$ cat config.mk
export PLATFORM = sky130hd
export DESIGN_NAME = can_frame_crc_check_and_log_filter_top
export DESIGN_NICKNAME = d
export VERILOG_FILES = /design/src/hw/rtl/cfcc_pkg.sv /design/src/hw/rtl/cfcc_frame.sv /design/src/hw/rtl/cfcc_filter.sv /design/src/hw/rtl/can_frame_crc_check_and_log_filter_top.sv
export VERILOG_INCLUDE_DIRS = /design/src /design/src/hw/rtl
export SDC_FILE = /design/constraint.sdc
export NUM_CORES = 1
export LEC_CHECK = 0
export ABC_AREA = 1
export BUFFER_PORTS_ARGS = -buffer_cell sky130_fd_sc_hd__buf_2
export CORE_MARGIN = 2
export CORE_UTILIZATION = 40
export CTS_BUF_LIST = sky130_fd_sc_hd__clkbuf_4 sky130_fd_sc_hd__clkbuf_8
export DETAILED_ROUTE_END_ITERATION = 8
export GPL_TIMING_DRIVEN = 0
export PLACE_DENSITY = 0.62
export SLEW_MARGIN = 20
export SYNTH_ARGS = -nofsm -noshare
export SYNTH_HDL_FRONTEND = slang
export SYNTH_SLANG_ARGS = --single-unit
$ cat constraint.sdc
create_clock -name clk -period 8.7 [get_ports clk]
set_clock_uncertainty 0.2 [all_clocks]
set_input_delay 0.435 -clock clk [delete_from_list [all_inputs] [get_ports clk]]
set_output_delay 0.435 -clock clk [all_outputs]
set_load 0.02 [all_outputs]
$ cat src/hw/rtl/assert_macros.svh
// Assertion helpers shared by the RTL files that carry checks.
// Every check is sampled on the rising edge of clk and is off during rst.
`ifndef ASSERT_MACROS_SVH
`define ASSERT_MACROS_SVH

// Property that must hold at every edge out of reset.
`define ASSERT_ALWAYS(label, prop, msg) \
  label: assert property (@(posedge clk) disable iff (rst) (prop)) else $error(msg);

// Antecedent in this cycle implies consequent in the same cycle.
`define ASSERT_IMPLIES(label, ante, cons, msg) \
  label: assert property (@(posedge clk) disable iff (rst) (ante) |-> (cons)) \
    else $error(msg);

`endif

$ cat src/hw/rtl/cfcc_pkg.sv
// ---------------------------------------------------------------------------
// cfcc_pkg
// Types, constants and the CRC8H2F byte update for the CAN frame checker.
// ---------------------------------------------------------------------------
package cfcc_pkg;

  // Frame layout: bytes 0..8 carry data, byte 9 carries the CRC
  localparam logic [3:0] FRAME_LAST_POS = 4'd9;

  // CRC8H2F: poly 0x2F, init 0xFF, final xor 0xFF, not reflected
  localparam logic [7:0] CRC_POLY   = 8'h2F;
  localparam logic [7:0] CRC_INIT   = 8'hFF;
  localparam logic [7:0] CRC_XOROUT = 8'hFF;

  // Configuration register indexes and reset values
  localparam int unsigned CFG_INDEX_W   = 2;
  localparam int unsigned CFG_DATA_W    = 16;
  localparam logic [CFG_INDEX_W-1:0] CFG_IDX_FRAME_ID = 2'd0;
  localparam logic [CFG_INDEX_W-1:0] CFG_IDX_STEP     = 2'd1;
  localparam logic [15:0] FRAME_ID_RESET = 16'h021A;
  localparam logic [7:0]  STEP_RESET     = 8'd10;

  // Record kinds
  localparam logic REC_LOG     = 1'b0;
  localparam logic REC_CRC_ERR = 1'b1;

  typedef struct packed {
    logic [7:0] data_byte;
    logic       datagram_start;
  } cfcc_in_t;

  typedef struct packed {
    logic        record_kind;
    logic [23:0] mileage_value;
    logic [29:0] speed_tenths_kmh;
  } cfcc_out_t;

  // Completed frame with the accepted id, handed to the filter
  typedef struct packed {
    logic        crc_ok;
    logic [23:0] mileage;
    logic [23:0] speed;
  } cfcc_event_t;

  // Feed one byte into the CRC, MSB first
  function automatic logic [7:0] crc8_feed(input logic [7:0] crc, input logic [7:0] b);
    logic [7:0] c;
    c = crc ^ b;
    for (int i = 0; i < 8; i++) begin
      c = c[7] ? ({c[6:0], 1'b0} ^ CRC_POLY) : {c[6:0], 1'b0};
    end
    return c;
  endfunction

endpackage

$ cat src/hw/rtl/cfcc_frame.sv
// ---------------------------------------------------------------------------
// cfcc_frame
// Byte-wise frame assembler: tracks frame position, runs the CRC, shifts in
// id, mileage and speed, and posts an event for each finished frame whose
// id matches the configured one.
// ---------------------------------------------------------------------------
module cfcc_frame (
  input  logic                 clk,
  input  logic                 rst,
  input  logic                 in_valid,
  output logic                 in_ready,
  input  cfcc_pkg::cfcc_in_t   in_data,
  input  logic [15:0]          frame_id_cfg,
  output logic                 ev_valid,
  input  logic                 ev_ready,
  output cfcc_pkg::cfcc_event_t ev
);

  logic [3:0]  byte_position, byte_position_next;
  logic [7:0]  running_crc, running_crc_next;
  logic [15:0] frame_id_shift, frame_id_shift_next;
  logic [23:0] frame_mileage_shift, frame_mileage_shift_next;
  logic [23:0] frame_speed_shift, frame_speed_shift_next;
  logic        ev_valid_next;
  cfcc_pkg::cfcc_event_t ev_next;

  logic [3:0] pos;
  logic [7:0] crc_base;
  logic       accept;
  logic       new_ev;

  // Take a byte unless a finished frame still waits for the filter
  assign in_ready = !ev_valid || ev_ready;
  assign accept   = in_valid && in_ready;

  // Resolve position, run the CRC and shift the fields
  always_comb begin
    pos = in_data.datagram_start ? 4'd0 : byte_position;
    if (pos > cfcc_pkg::FRAME_LAST_POS) begin
      pos = 4'd0;
    end
    crc_base = (pos == 4'd0) ? cfcc_pkg::CRC_INIT : running_crc;

    byte_position_next       = byte_position;
    running_crc_next         = running_crc;
    frame_id_shift_next      = frame_id_shift;
    frame_mileage_shift_next = frame_mileage_shift;
    frame_speed_shift_next   = frame_speed_shift;
    new_ev                   = 1'b0;
    ev_next                  = ev;

    if (accept) begin
      running_crc_next = crc_base;
      if (pos < cfcc_pkg::FRAME_LAST_POS) begin
        running_crc_next   = cfcc_pkg::crc8_feed(crc_base, in_data.data_byte);
        byte_position_next = pos + 4'd1;
        if (pos <= 4'd1) begin
          frame_id_shift_next = {frame_id_shift[7:0], in_data.data_byte};
        end else if (pos >= 4'd3 && pos <= 4'd5) begin
          frame_mileage_shift_next = {frame_mileage_shift[15:0], in_data.data_byte};
        end else if (pos >= 4'd6) begin
          frame_speed_shift_next = {frame_speed_shift[15:0], in_data.data_byte};
        end
      end else begin
        // CRC byte: close the frame, post it only for the accepted id
        byte_position_next = 4'd0;
        if (frame_id_shift == frame_id_cfg) begin
          new_ev         = 1'b1;
          ev_next.crc_ok = ((running_crc ^ cfcc_pkg::CRC_XOROUT) == in_data.data_byte);
          ev_next.mileage = frame_mileage_shift;
          ev_next.speed   = frame_speed_shift;
        end
      end
    end

    ev_valid_next = (ev_valid && !ev_ready) || new_ev;
  end

  // Hold frame state and the pending event
  always_ff @(posedge clk) begin
    if (rst) begin
      byte_position       <= 4'd0;
      running_crc         <= cfcc_pkg::CRC_INIT;
      frame_id_shift      <= 16'd0;
      frame_mileage_shift <= 24'd0;
      frame_speed_shift   <= 24'd0;
      ev_valid            <= 1'b0;
    end else begin
      byte_position       <= byte_position_next;
      running_crc         <= running_crc_next;
      frame_id_shift      <= frame_id_shift_next;
      frame_mileage_shift <= frame_mileage_shift_next;
      frame_speed_shift   <= frame_speed_shift_next;
      ev_valid            <= ev_valid_next;
    end
  end

  // Event payload needs no reset
  always_ff @(posedge clk) begin
    ev <= ev_next;
  end

endmodule

$ cat src/hw/rtl/cfcc_filter.sv
// ---------------------------------------------------------------------------
// cfcc_filter
// Log filter: turns a finished frame into an error record, a mileage log
// record or nothing, tracks the last logged mileage and holds the result
// item in the output register.
// ---------------------------------------------------------------------------
module cfcc_filter (
  input  logic                  clk,
  input  logic                  rst,
  input  logic                  ev_valid,
  output logic                  ev_ready,
  input  cfcc_pkg::cfcc_event_t ev,
  input  logic [7:0]            mileage_step,
  output logic                  out_valid,
  input  logic                  out_ready,
  output cfcc_pkg::cfcc_out_t   out_data
);

  logic [23:0] last_logged_mileage, last_logged_mileage_next;
  logic        anything_logged, anything_logged_next;
  logic        out_valid_next;
  cfcc_pkg::cfcc_out_t out_data_next;

  logic        take;
  logic [24:0] target;
  logic [29:0] speed_ext;

  // Output register is free when empty or being drained
  assign ev_ready = !out_valid || out_ready;
  assign take     = ev_valid && ev_ready;

  // Mileage target in 25 bits so a sum past 24 bits never matches
  assign target    = {1'b0, last_logged_mileage} + {17'd0, mileage_step};
  assign speed_ext = {6'd0, ev.speed};

  // Decide the record
  always_comb begin
    last_logged_mileage_next = last_logged_mileage;
    anything_logged_next     = anything_logged;
    out_valid_next           = out_valid && !out_ready;
    out_data_next            = out_data;

    if (take) begin
      if (!ev.crc_ok) begin
        out_valid_next                 = 1'b1;
        out_data_next.record_kind      = cfcc_pkg::REC_CRC_ERR;
        out_data_next.mileage_value    = 24'd0;
        out_data_next.speed_tenths_kmh = 30'd0;
      end else if (!anything_logged || ({1'b0, ev.mileage} == target)) begin
        out_valid_next                 = 1'b1;
        out_data_next.record_kind      = cfcc_pkg::REC_LOG;
        out_data_next.mileage_value    = ev.mileage;
        // speed * 36 = speed * 32 + speed * 4
        out_data_next.speed_tenths_kmh = (speed_ext << 5) + (speed_ext << 2);
        last_logged_mileage_next       = ev.mileage;
        anything_logged_next           = 1'b1;
      end
    end
  end

  // Hold log history and output valid
  always_ff @(posedge clk) begin
    if (rst) begin
      last_logged_mileage <= 24'd0;
      anything_logged     <= 1'b0;
      out_valid           <= 1'b0;
    end else begin
      last_logged_mileage <= last_logged_mileage_next;
      anything_logged     <= anything_logged_next;
      out_valid           <= out_valid_next;
    end
  end

  // Result payload needs no reset
  always_ff @(posedge clk) begin
    out_data <= out_data_next;
  end

endmodule

$ cat src/hw/rtl/can_frame_crc_check_and_log_filter_top.sv
// Data path: the accepted CRC byte (byte 9) registers a frame event in the assembler;
// with the output register free, the filter then registers the result item there.
// Throughput: one byte item per cycle; the frame assembler and the filter each hold one
// frame, so input stalls only while a finished frame waits on a stalled output register.
// Reset (rst, synchronous, active high): frame position 0, CRC 0xFF, no log history,
// output empty, accepted_frame_id = 0x21A, mileage_step = 10.
// ---------------------------------------------------------------------------
// can_frame_crc_check_and_log_filter_top
// CAN frame CRC8H2F checker with a mileage log filter over a byte stream.
// ---------------------------------------------------------------------------
`include "assert_macros.svh"

module can_frame_crc_check_and_log_filter_top (
  input  logic                                  clk,
  input  logic                                  rst,
  input  logic                                  in_valid,
  output logic                                  in_ready,
  input  cfcc_pkg::cfcc_in_t                    in_data,
  output logic                                  out_valid,
  input  logic                                  out_ready,
  output cfcc_pkg::cfcc_out_t                   out_data,
  input  logic                                  cfg_write_en,
  input  logic [cfcc_pkg::CFG_INDEX_W-1:0]      cfg_index,
  input  logic [cfcc_pkg::CFG_DATA_W-1:0]       cfg_data
);

  logic [15:0] accepted_frame_id;
  logic [7:0]  mileage_step;

  logic                  ev_valid;
  logic                  ev_ready;
  cfcc_pkg::cfcc_event_t ev;

  // Write configuration registers, ignore unknown indexes
  always_ff @(posedge clk) begin
    if (rst) begin
      accepted_frame_id <= cfcc_pkg::FRAME_ID_RESET;
      mileage_step      <= cfcc_pkg::STEP_RESET;
    end else if (cfg_write_en) begin
      unique case (cfg_index)
        cfcc_pkg::CFG_IDX_FRAME_ID: accepted_frame_id <= cfg_data[15:0];
        cfcc_pkg::CFG_IDX_STEP:     mileage_step      <= cfg_data[7:0];
        default: ;
      endcase
    end
  end

  // Assemble frames and run the CRC
  cfcc_frame u_frame (
    .clk          (clk),
    .rst          (rst),
    .in_valid     (in_valid),
    .in_ready     (in_ready),
    .in_data      (in_data),
    .frame_id_cfg (accepted_frame_id),
    .ev_valid     (ev_valid),
    .ev_ready     (ev_ready),
    .ev           (ev)
  );

  // Filter frames into result items
  cfcc_filter u_filter (
    .clk          (clk),
    .rst          (rst),
    .ev_valid     (ev_valid),
    .ev_ready     (ev_ready),
    .ev           (ev),
    .mileage_step (mileage_step),
    .out_valid    (out_valid),
    .out_ready    (out_ready),
    .out_data     (out_data)
  );

  // Input stalls only behind a pending frame
  `ASSERT_IMPLIES(a_stall_needs_event, !in_ready, ev_valid, "input stalled with no pending frame")

  // An error record carries zero fields
  `ASSERT_IMPLIES(a_err_fields_zero,
    out_valid && out_data.record_kind == cfcc_pkg::REC_CRC_ERR,
    out_data.mileage_value == 24'd0 && out_data.speed_tenths_kmh == 30'd0,
    "error record with nonzero fields")

  // A new frame event follows an accepted byte
  `ASSERT_ALWAYS(a_event_from_byte,
    !$rose(ev_valid) || $past(in_valid && in_ready),
    "frame event without an accepted item")

  // A fresh result item follows a taken frame event
  `ASSERT_ALWAYS(a_result_from_event,
    !$rose(out_valid) || $past(ev_valid && ev_ready),
    "result item without a frame event")

endmodule

==> results.toml, run 1 <==
[outcome]
run_status = "complete, no violations"

[timing]
drv_slew = 0
timing.final.hold_violations = 0
rsz0062_at_grt = "false"
slew-limit-headroom_pct = 25.3
fmax_mhz = 266
worstMarginPinSlew_ns = 1.11
layout_min_cycle_time_ns = 3.76
period_share_pct = 43.2
final.setup.tns_ns = 0
setup_viol = 0
final.hold.worst_slack_ns = 0.0443

[die]
top_level_ports = 89
design.die.area_sq_um = 29200
start_util_pct = 40.4
core_region_area_sq_um = 27600
dieWidth_microns = 171
die_height_microns = 171
placementRows = 61

[clock_network]
numCtsBuffers = 39
post_cts_resize_count = 0
h-tree-depth = 2
insertion_delay_ns = 0.55
clock_sinks = 229
clock_tree_from_tritoncts = "yes"
clk_pin_slew_ns = 0.06
clk_root_buffer_cell = "sky130_fd_sc_hd__clkbuf_8"
ctsLongestPathBuffers = 3

[setup_path]
worstPathRequired_ns = 8.67
endpoint_kind = "register"
start_to_end_type_of_the_worst_setup_path = "reg -> reg"
worst_setup_path_start_kind = "register"
cp.arrival_ns = 3.73
timing.critical_path.fanout_max = 53

[yosys]
top_flip_flop_cell_by_instance_count_after_synthesis = "sky130_fd_sc_hd__dfxtp_1"
yosysWarnings = 0
synth_enable_flop_cells = 102
post_synth_instance_area_sq_um = 11100
netlist.top_cell.by_area = "sky130_fd_sc_hd__edfxtp_1"
synth_cell_type_count = 45
synth.avg_cell_area_sq_um = 8.17
synthCells = 1361
synth_seq_area_share_pct = 50.4
post-synth-top-area-fraction_pct = 27.5
yosys_register_bits = 229
synth.top_cells.by_area = "sky130_fd_sc_hd__edfxtp_1 (28%), sky130_fd_sc_hd__dfxtp_1 (23%), sky130_fd_sc_hd__nand2_1 (8.4%)"
postSynth.asyncResetShare_pct = 0

[drt]
average_detailed_routed_wire_length_per_instance_microns = 14.3
drtAntennaViolNets = 0
drt_drc_violations_left = 0
drt-total-wl_microns = 27400
post_drt_via_cell_ratio = 4.85
route.vias.total = 9311
dr.first_iter.drc_count = 605
drt_pass1_iterations = 5

[run]
max_cap_violations = 0

[finish]
fill_count = 2704
area_growth_syn_to_layout_pct = 18.1
layout.core_utilization_pct = 47.7
mostFrequentLayoutCell = "sky130_fd_sc_hd__nand2_1"
fin_nets = 1576
drive_gt1_share_pct = 12.3
diodes = 0
non_filler_instances = 1918
layout.cells.most_common_list = "sky130_fd_sc_hd__nand2_1 (250), sky130_fd_sc_hd__nor2_1 (216), sky130_fd_sc_hd__inv_1 (147)"

[global_route]
track_usage_pct = 19.1
grt_max_degree = 54
antenna_found_initial = 0
sum_of_overflow_across_all_layers_after_global_routing = 0
first_global_vias = 8683
first_pass_grt_wire_length_microns = 44300

[pwr]
report.power.total_mw = 2.36
maximum_resistive_drop_on_vdd_v = 0.000102
leakagePower_nw = 5.58
power_density_nw_per_um2 = 179

[placed_design]
numPlacedInstances = 1828
gp_routability_congestion = 0.854
place.detailed.hpwl_microns = 20100
buffer_ports.inserted = 86

[hold_path]
hp-class = "in -> reg"
==> report_power, final <==
| part | internal, mW | switching (mW) |
|---|---|---|
| logic | 0.0552 | 0.0891 |
| clock network | 0.624 | 0.444 |
| registers | 1.13 | 0.0132 |
| total | 1.81 | 0.546 |
==> critical path: stages, from the launching register on <==
cell and delay, ns:
sky130_fd_sc_hd__dfxtp_1 0.33, sky130_fd_sc_hd__ha_1 0.25, sky130_fd_sc_hd__fa_1 0.42, sky130_fd_sc_hd__nand3_1 0.10
sky130_fd_sc_hd__nand2_1 0.14, sky130_fd_sc_hd__nand3_1 0.14, sky130_fd_sc_hd__nand2_2 0.13, sky130_fd_sc_hd__nand2_1 0.13
sky130_fd_sc_hd__nor2_1 0.05, sky130_fd_sc_hd__nand2_1 0.06, sky130_fd_sc_hd__nand3_1 0.09, sky130_fd_sc_hd__nor2_1 0.14
sky130_fd_sc_hd__nand2_1 0.09, sky130_fd_sc_hd__nor2_1 0.11, sky130_fd_sc_hd__nand2_1 0.09, sky130_fd_sc_hd__nand3_1 0.13
sky130_fd_sc_hd__nand2_1 0.19, sky130_fd_sc_hd__inv_4 0.57
==> per-layer routing <==
metal | vias to the layer above | routed length [microns] | share of wire (%) | track usage, %
met5 | - | 0 | 0 | 0
met4 | 0 | 579 | 2.1 | 5.39
met3 | 46 | 1450 | 5.3 | 3.49
met2 | 197 | 12400 | 45 | 31.0
met1 | 4265 | 13000 | 48 | 26.1
li1 | 4803 | - | - | -
==> cell usage after synthesis (8+ instances only) <==
cell	instances
sky130_fd_sc_hd__xnor2_1	14
sky130_fd_sc_hd__xor2_1	38
sky130_fd_sc_hd__clkbuf_1	35
sky130_fd_sc_hd__dfxtp_1	127
sky130_fd_sc_hd__nand3_1	91
sky130_fd_sc_hd__o21ai_0	115
sky130_fd_sc_hd__inv_1	148
sky130_fd_sc_hd__ha_1	33
sky130_fd_sc_hd__a21oi_1	95
sky130_fd_sc_hd__nor4_1	8
sky130_fd_sc_hd__nand4_1	13
sky130_fd_sc_hd__edfxtp_1	102
sky130_fd_sc_hd__nand2_1	250
sky130_fd_sc_hd__nor2_1	217
==> registers in the layout (all words and copies together) (netlist names), 8 cells and up <==
register,cells
accepted_frame_id,16
u_frame.running_crc,8
mileage_step,8
u_frame.ev,49
u_frame.frame_id_shift,16
u_filter.out_data,53
u_filter.last_logged_mileage,24
u_frame.frame_mileage_shift,24
u_frame.frame_speed_shift,24
==> kinds of logic after synthesis <==
family / after synthesis / synth area share [%]
simple gates: 607 / 22.8
compound gates: 239 / 11.3
flops: 229 / 50.4
buf+inv: 196 / 7.01
xor+xnor: 54 / 4.44
fa+ha+maj: 35 / 4.07
other cells: 1 / 0.0337
==> cell type report <==
class	instances	area, sq um	share of cell area, %
clock buffers	62	766	5.83
repair buffers	106	651	4.95
clock inverters	10	114	0.866
plain buffers	45	213	1.62
flip-flops and latches	229	5610	42.7
inverters	151	569	4.33
multi-input cells	937	4750	36.2
well taps	378	473	3.60
==> stage by stage <==
| step | area [sq um] | setup slack [ns] |
|---|---|---|
| 5_1_grt | 13100 | 4.62 |
| 3_3_place_gp | 12000 | 3.07 |
| 3_5_place_dp | 12100 | 4.94 |
| 4_1_cts | 13100 | 4.91 |
| 2_1_floorplan | 11100 | 4.54 |
| 6_report | 13100 | 4.94 |
==> path summary, 6_finish.rpt <==
| check | startpoint | end | slack, ns | depth (start not counted) |
|---|---|---|---|---|
| worst min-delay path | in_data[3] | u_frame.frame_id_shift[2] | 0.04 | 3 |
| worst max-delay path | mileage_step[0] | u_filter.out_data[51] | 4.94 | 17 |
| worst max register to register | mileage_step[0] | u_filter.out_data[51] | 4.94 | 17 |
| worst min register to register | u_frame.frame_speed_shift[17] | u_frame.ev[17] | 0.23 | 0 |
==> timing repair <==
action                     in CTS  in global routing
hold buffers                   18                  0
hold endpoints to repair       28                  0
setup buffers                   0                  0
setup endpoints to repair       0                  0
Power figures use the tool's default switching activity.
==> run 2, diff against run 1 <==
- PLACE_DENSITY: 0.62 -> 0.64
- clock period: 8.7 -> 3 ns (I/O delays scaled with it)
==> run 2 against run 1 <==
The flow now finishes with violations (setup timing). Cell area grew 6.9%. Die area is the same. Worst setup slack lost 5.0 ns. Clock power grew to 3.0 times the previous value. Core utilization grew 3.3 points. Highest routed layer unchanged. Register-to-register slack lost 5.0 ns. Largest cell class unchanged.
==> results.toml, run 2 (synthesis gave the netlist of run 1 again) <==
[outcome]
run_status = "complete, but fails checks"
violations = "setup timing"

[finish]
fin_nets = 1626
reg_top3 = "u_filter.out_data (53), u_frame.ev (49)"
largest_reg_flops = 53
fill_count = 2615
layout.core_utilization_pct = 51.0
diodes = 0
layout.cells.most_common_list = "sky130_fd_sc_hd__nand2_1 (234), sky130_fd_sc_hd__nor2_1 (210), sky130_fd_sc_hd__inv_1 (144)"
mostFrequentLayoutCell = "sky130_fd_sc_hd__nand2_1"
area_growth_syn_to_layout_pct = 26.3
drive_gt1_share_pct = 17.3
top_register = "u_filter.out_data"

[die]
design.die.area_sq_um = 29200
placementRows = 61
dieWidth_microns = 171
top_level_ports = 89
start_util_pct = 40.4
core_region_area_sq_um = 27600
die_height_microns = 171

[clock_network]
numCtsBuffers = 40
ctsLongestPathBuffers = 3
clock_sinks = 229
h-tree-depth = 2
clk_pin_slew_ns = 0.06
clk_root_buffer_cell = "sky130_fd_sc_hd__clkbuf_8"
insertion_delay_ns = 0.54
clock_tree_from_tritoncts = "yes"

[setup_path]
worst_setup_path_start_kind = "register"
regToRegEndpoint = "u_filter.out_data[28]"
timing.reg2reg.setup_slack_ns = -0.04
worstPathRequired_ns = 3.05
worstSetupStartpoint = "mileage_step[0]"
endpoint_kind = "register"
worstSetupEndpoint = "u_filter.out_data[28]"
cp.arrival_ns = 3.10
start_to_end_type_of_the_worst_setup_path = "reg -> reg"
reg_to_reg_critical_path_startpoint = "mileage_step[0]"
reg2reg_depth = 19
timing.critical_path.fanout_max = 8

[hold_path]
worstHoldStart = "cfg_data[12]"
hp-class = "in -> reg"
worstHoldPathCells = 4

[timing]
rsz0062_at_grt = "true"
setup_viol = 43
layout_min_cycle_time_ns = 3.04
worstMarginPinSlew_ns = 0.859
timing.final.ws_setup_ns = -0.0438
fmax_mhz = 329
final.setup.tns_ns = -0.746
final.hold.worst_slack_ns = 0.159
timing.final.hold_violations = 0
drv_slew = 0
slew-limit-headroom_pct = 42.7
period_share_pct = 101

[global_route]
groute.layer.met2.usage_pct = 31.4
grt_busiest_layer = "met2"
first_global_vias = 9079
met1_grt_util_pct = 27.3
grt_max_degree = 28
antenna_found_initial = 0
track_usage_pct = 19.9
sum_of_overflow_across_all_layers_after_global_routing = 0
grt.met3_usage_pct = 3.22
first_pass_grt_wire_length_microns = 46200

[placed_design]
buffer_ports.inserted = 86
gp_routability_congestion = 0.882
place.detailed.hpwl_microns = 20300
pre_cts_ws_ns = -0.578

[pwr]
seq_power_share_pct = 47.5
report.power.total_mw = 7.01
share_clk_of_total_power_pct = 46.0
cell_internal_power_mw = 5.38
switching_share_pct = 23.2
maximum_resistive_drop_on_vdd_v = 0.000295
pwr-share-comb_pct = 6.6
leakagePower_nw = 5.90
switching_power_mw = 1.62
power_density_nw_per_um2 = 499

[drt]
drtAntennaViolNets = 0
drt_drc_violations_left = 0
dr.first_iter.drc_count = 630
drt-total-wl_microns = 29300
post_drt_via_cell_ratio = 4.92
route.vias.total = 9681
average_detailed_routed_wire_length_per_instance_microns = 14.9
drt_pass1_iterations = 5

[run]
max_cap_violations = 0
## run 2: changes by cell type in the layout (fill, tap and decap cells not counted), sizes merged
cell / before / now
buf: 98 / 121
inv: 153 / 150
nor2: 220 / 221
clkbuf: 97 / 94
clkinvlp: 1 / 4
bufinv: 2 / 5
dlygate4sd3: 18 / 39
clkinv: 5 / 8
## run 2: per-layer routing
metal  share of wire [%]  wire length (microns)
met3                 5.3                   1550
met1                  46                  13600
met5                   0                      0
met4                 2.8                    829
met2                  45                  13300
## run 2: critical path, stage by stage, from the launching register on
cell	delay (ns)
sky130_fd_sc_hd__dfxtp_2	0.34
sky130_fd_sc_hd__ha_4	0.16
sky130_fd_sc_hd__fa_2	0.38
sky130_fd_sc_hd__nand3_2	0.09
sky130_fd_sc_hd__nand2_4	0.09
sky130_fd_sc_hd__nand3_4	0.11
sky130_fd_sc_hd__nand2_8	0.09
sky130_fd_sc_hd__nand2_2	0.07
sky130_fd_sc_hd__nand2_1	0.04
sky130_fd_sc_hd__nand2_1	0.06
sky130_fd_sc_hd__nand2_1	0.06
sky130_fd_sc_hd__nor2_2	0.12
sky130_fd_sc_hd__nand3_1	0.10
sky130_fd_sc_hd__nor2_2	0.14
sky130_fd_sc_hd__nand2_2	0.11
sky130_fd_sc_hd__nand3_4	0.09
sky130_fd_sc_hd__nand2_4	0.07
sky130_fd_sc_hd__clkinvlp_4	0.09
sky130_fd_sc_hd__clkbuf_16	0.18
sky130_fd_sc_hd__clkbuf_16	0.16
## run 2: area by class of cell
type	instances	area, sq um	area share, %
Buffer	45	223	1.59
Clock buffer	55	682	4.85
Clock inverter	16	213	1.51
Inverter	151	571	4.06
Multi-Input combinational cell	938	5050	35.9
Sequential cell	229	5630	40.1
Tap cell	378	473	3.37
Timing Repair Buffer	154	1210	8.62
## run 2: power groups by stage
stage               clock network (mW)  registers (mW)  logic (mW)
detailed placement                   0            3.39       0.397
floorplan                            0            3.38       0.292
CTS                               3.27            3.32       0.444
global route                      3.42            3.33       0.518
global placement                     0            3.39       0.393
finish                            3.22            3.32       0.460
## run 2: how the worst min path moves through the flow
stage / endpoint / slack [ns]
finish: accepted_frame_id[12] / 0.16
global route: accepted_frame_id[12] / 0.18
CTS: accepted_frame_id[9] / 0.14
detailed placement: accepted_frame_id[9] / 0.18
global placement: accepted_frame_id[10] / 0.18
floorplan: u_frame.running_crc[6] / 0.05
## run 2: timing repair
action | in CTS | in global routing
endpoints found under the setup margin | 102 | 166
setup buffers | 9 | 11
endpoints found under the hold margin | 58 | 0
gates resized for setup | 39 | 48
hold buffers | 39 | 0
cloned | 5 | 2
pin swaps | 16 | 23
## run 2: through the flow
| step | instances | cell area (sq um) |
|---|---|---|
| after global routing | 1966 | 14000 |
| after CTS | 1953 | 13800 |
| after detailed placement | 1829 | 12200 |
| after floorplan | 1362 | 11200 |
| after global placement | 1826 | 12100 |
| final | 1966 | 14000 |
==> run 3, diff against run 2 <==
- PLACE_DENSITY: 0.64 -> 0.62
- clock period: 3 -> 3.9 ns (I/O delays scaled with it)
==> run 3 against run 2 <==
The run now ends clean. Largest cell class unchanged. Cell area shrank 5.5%. Critical path type unchanged. Maximum frequency is 15% lower. Final cell count shrank 1.4%. Largest power group unchanged. Sequential share of layout area grew 2.2 points. Critical endpoint is now u_filter.out_data[27]. Combinational power fell by 26%. Wire length fell by 5.3%.
==> results.toml, run 3 (synthesis gave the netlist of run 1 again) <==
[finish]
final_design_area_no_fill_sq_um = 13300
drive_gt1_share_pct = 12.0
top_register = "u_filter.out_data"
fill_count = 2697
layout.area.seq_sq_um = 5610
footprint_of_the_multi_input_gates_sq_um = 4750
fin_nets = 1597
area_growth_syn_to_layout_pct = 19.3
largest_reg_flops = 53
layout.cells.most_common_list = "sky130_fd_sc_hd__nand2_1 (250), sky130_fd_sc_hd__nor2_1 (216), sky130_fd_sc_hd__inv_1 (147)"
reg_top3 = "u_filter.out_data (53), u_frame.ev (49)"
mostFrequentLayoutCell = "sky130_fd_sc_hd__nand2_1"
diodes = 0

[hold_path]
worstHoldPathCells = 4
worstHoldStart = "cfg_data[9]"
hp-class = "in -> reg"
holdPathEnd = "accepted_frame_id[9]"

[pwr]
pwr-share-comb_pct = 6.7
leakagePower_nw = 5.62
share_clk_of_total_power_pct = 42.7
power_density_nw_per_um2 = 381
switching_share_pct = 24.2
cell_internal_power_mw = 3.83
switching_power_mw = 1.22
maximum_resistive_drop_on_vdd_v = 0.000222
seq_power_share_pct = 50.6

[outcome]
run_status = "complete, no violations"

[global_route]
track_usage_pct = 19.2
grt_max_degree = 54
antenna_found_initial = 0
sum_of_overflow_across_all_layers_after_global_routing = 0
first_global_vias = 8857
first_pass_grt_wire_length_microns = 44500

[die]
core_region_area_sq_um = 27600
design.die.area_sq_um = 29200
top_level_ports = 89
placementRows = 61
start_util_pct = 40.4
dieWidth_microns = 171
die_height_microns = 171

[timing]
drv_slew = 0
timing.final.ws_setup_ns = 0.340
rsz0062_at_grt = "false"
worstMarginPinSlew_ns = 0.822
fmax_mhz = 281
layout_min_cycle_time_ns = 3.56
period_share_pct = 91.3
timing.final.hold_violations = 0
setup_viol = 0
slew-limit-headroom_pct = 44.5

[setup_path]
regToRegEndpoint = "u_filter.out_data[27]"
reg2reg_depth = 17
endpoint_kind = "register"
reg_to_reg_critical_path_startpoint = "mileage_step[0]"
path_buf_inv = 1
worstSetupStartpoint = "mileage_step[0]"
cp.arrival_ns = 3.55
critical_path.top_delay_family = "simple AND/OR/NAND/NOR gates"
worst_setup_path_start_kind = "register"
crit_path_max_incr_delay_ns = 0.42
worstPathRequired_ns = 3.89
timing.reg2reg.setup_slack_ns = 0.34
timing.critical_path.fanout_max = 53
cp_slowest_cell = "sky130_fd_sc_hd__fa_1"
start_to_end_type_of_the_worst_setup_path = "reg -> reg"
critical_path.cell_chain = "ha_1 > fa_1 > nand3_1 > nand2_1 > nand3_1 > nand2_2 > nand2_2 > nand2_1 > nand3_1 > nand2_1 > nor2_1 > nand3_1 > nor2_1 > nand2_1 > nand3_1 > nand2_1 > inv_8"

[clock_network]
clk_pin_slew_ns = 0.06
cts.repair_timing.setup_buffer_count = 0
clk_root_buffer_cell = "sky130_fd_sc_hd__clkbuf_8"
clock_tree_from_tritoncts = "yes"
h-tree-depth = 2
insertion_delay_ns = 0.55
ctsLongestPathBuffers = 3
clock_sinks = 229
numCtsBuffers = 39

[placed_design]
dpl_cell_area_sq_um = 12100
buffer_ports.inserted = 86
place.detailed.hpwl_microns = 20000
gp_routability_congestion = 0.889
pre_cts_ws_ns = 0.171

[drt]
dr.first_iter.drc_count = 544
drt_pass1_iterations = 5
drt_drc_violations_left = 0
drt-total-wl_microns = 27800
drtAntennaViolNets = 0
route.vias.total = 9376
average_detailed_routed_wire_length_per_instance_microns = 14.3
post_drt_via_cell_ratio = 4.84

[run]
max_cap_violations = 0
[run 3: worst max path at each step]
| stage | endpoint | cells past startpoint |
|---|---|---|
| 4_1_cts | u_filter.out_data[50] | 17 |
| 5_1_grt | u_filter.out_data[52] | 17 |
| 6_report | u_filter.out_data[27] | 17 |
| 3_5_place_dp | u_filter.out_data[24] | 17 |
| 3_3_place_gp | u_filter.out_data[3] | 17 |
| 2_1_floorplan | u_filter.out_data[10] | 17 |
[run 3: power groups by stage]
stage / logic (mW) / registers, mW / clock network, mW
2_1_floorplan: 0.224 / 2.60 / 0
3_3_place_gp: 0.303 / 2.60 / 0
3_5_place_dp: 0.306 / 2.60 / 0
4_1_cts: 0.337 / 2.55 / 2.21
5_1_grt: 0.385 / 2.56 / 2.31
6_report: 0.340 / 2.55 / 2.16
[run 3: layout make-up]
class	count	share of cell area, %
Sequential cell	229	42.2
Timing Repair Buffer	127	6.54
Clock inverter	14	0.603
Tap cell	378	3.56
Multi-Input combinational cell	937	35.8
Clock buffer	58	5.31
Inverter	151	4.33
Buffer	45	1.60
[run 3: tightest hold or removal path, delay by kind of cell]
family,cells,cell delay (ns)
buffers and inverters,2,0.60
and+or+nand+nor,2,0.10
[run 3: layer usage]
layer	vias to the layer above	wire [microns]	GRT usage [%]
met5	-	0	0
met4	0	709	6.47
met3	57	1420	3.28
met2	221	12400	30.8
met1	4269	13300	26.3
li1	4829	-	-
[run 3: per-stage QoR]
step / hold WS (ns) / TNS (ns) / power, mW / util (%) / instances
final: 0.188 / 0 / 5.05 / 48.2 / 1939
after global placement: 0.209 / -57.45 / 2.91 / 43.7 / 1826
after floorplan: 0.0908 / 0 / 2.82 / - / 1362
after global routing: 0.225 / 0 / 5.25 / 48.2 / 1939
after CTS: 0.168 / 0 / 5.10 / 48.1 / 1939
after detailed placement: 0.216 / 0 / 2.91 / 43.9 / 1828
[run 3: timing repair]
item	CTS	global route
endpoints found under the setup margin	0	53
hold buffers	39	0
resized for setup	0	3
hold endpoints to repair	58	0
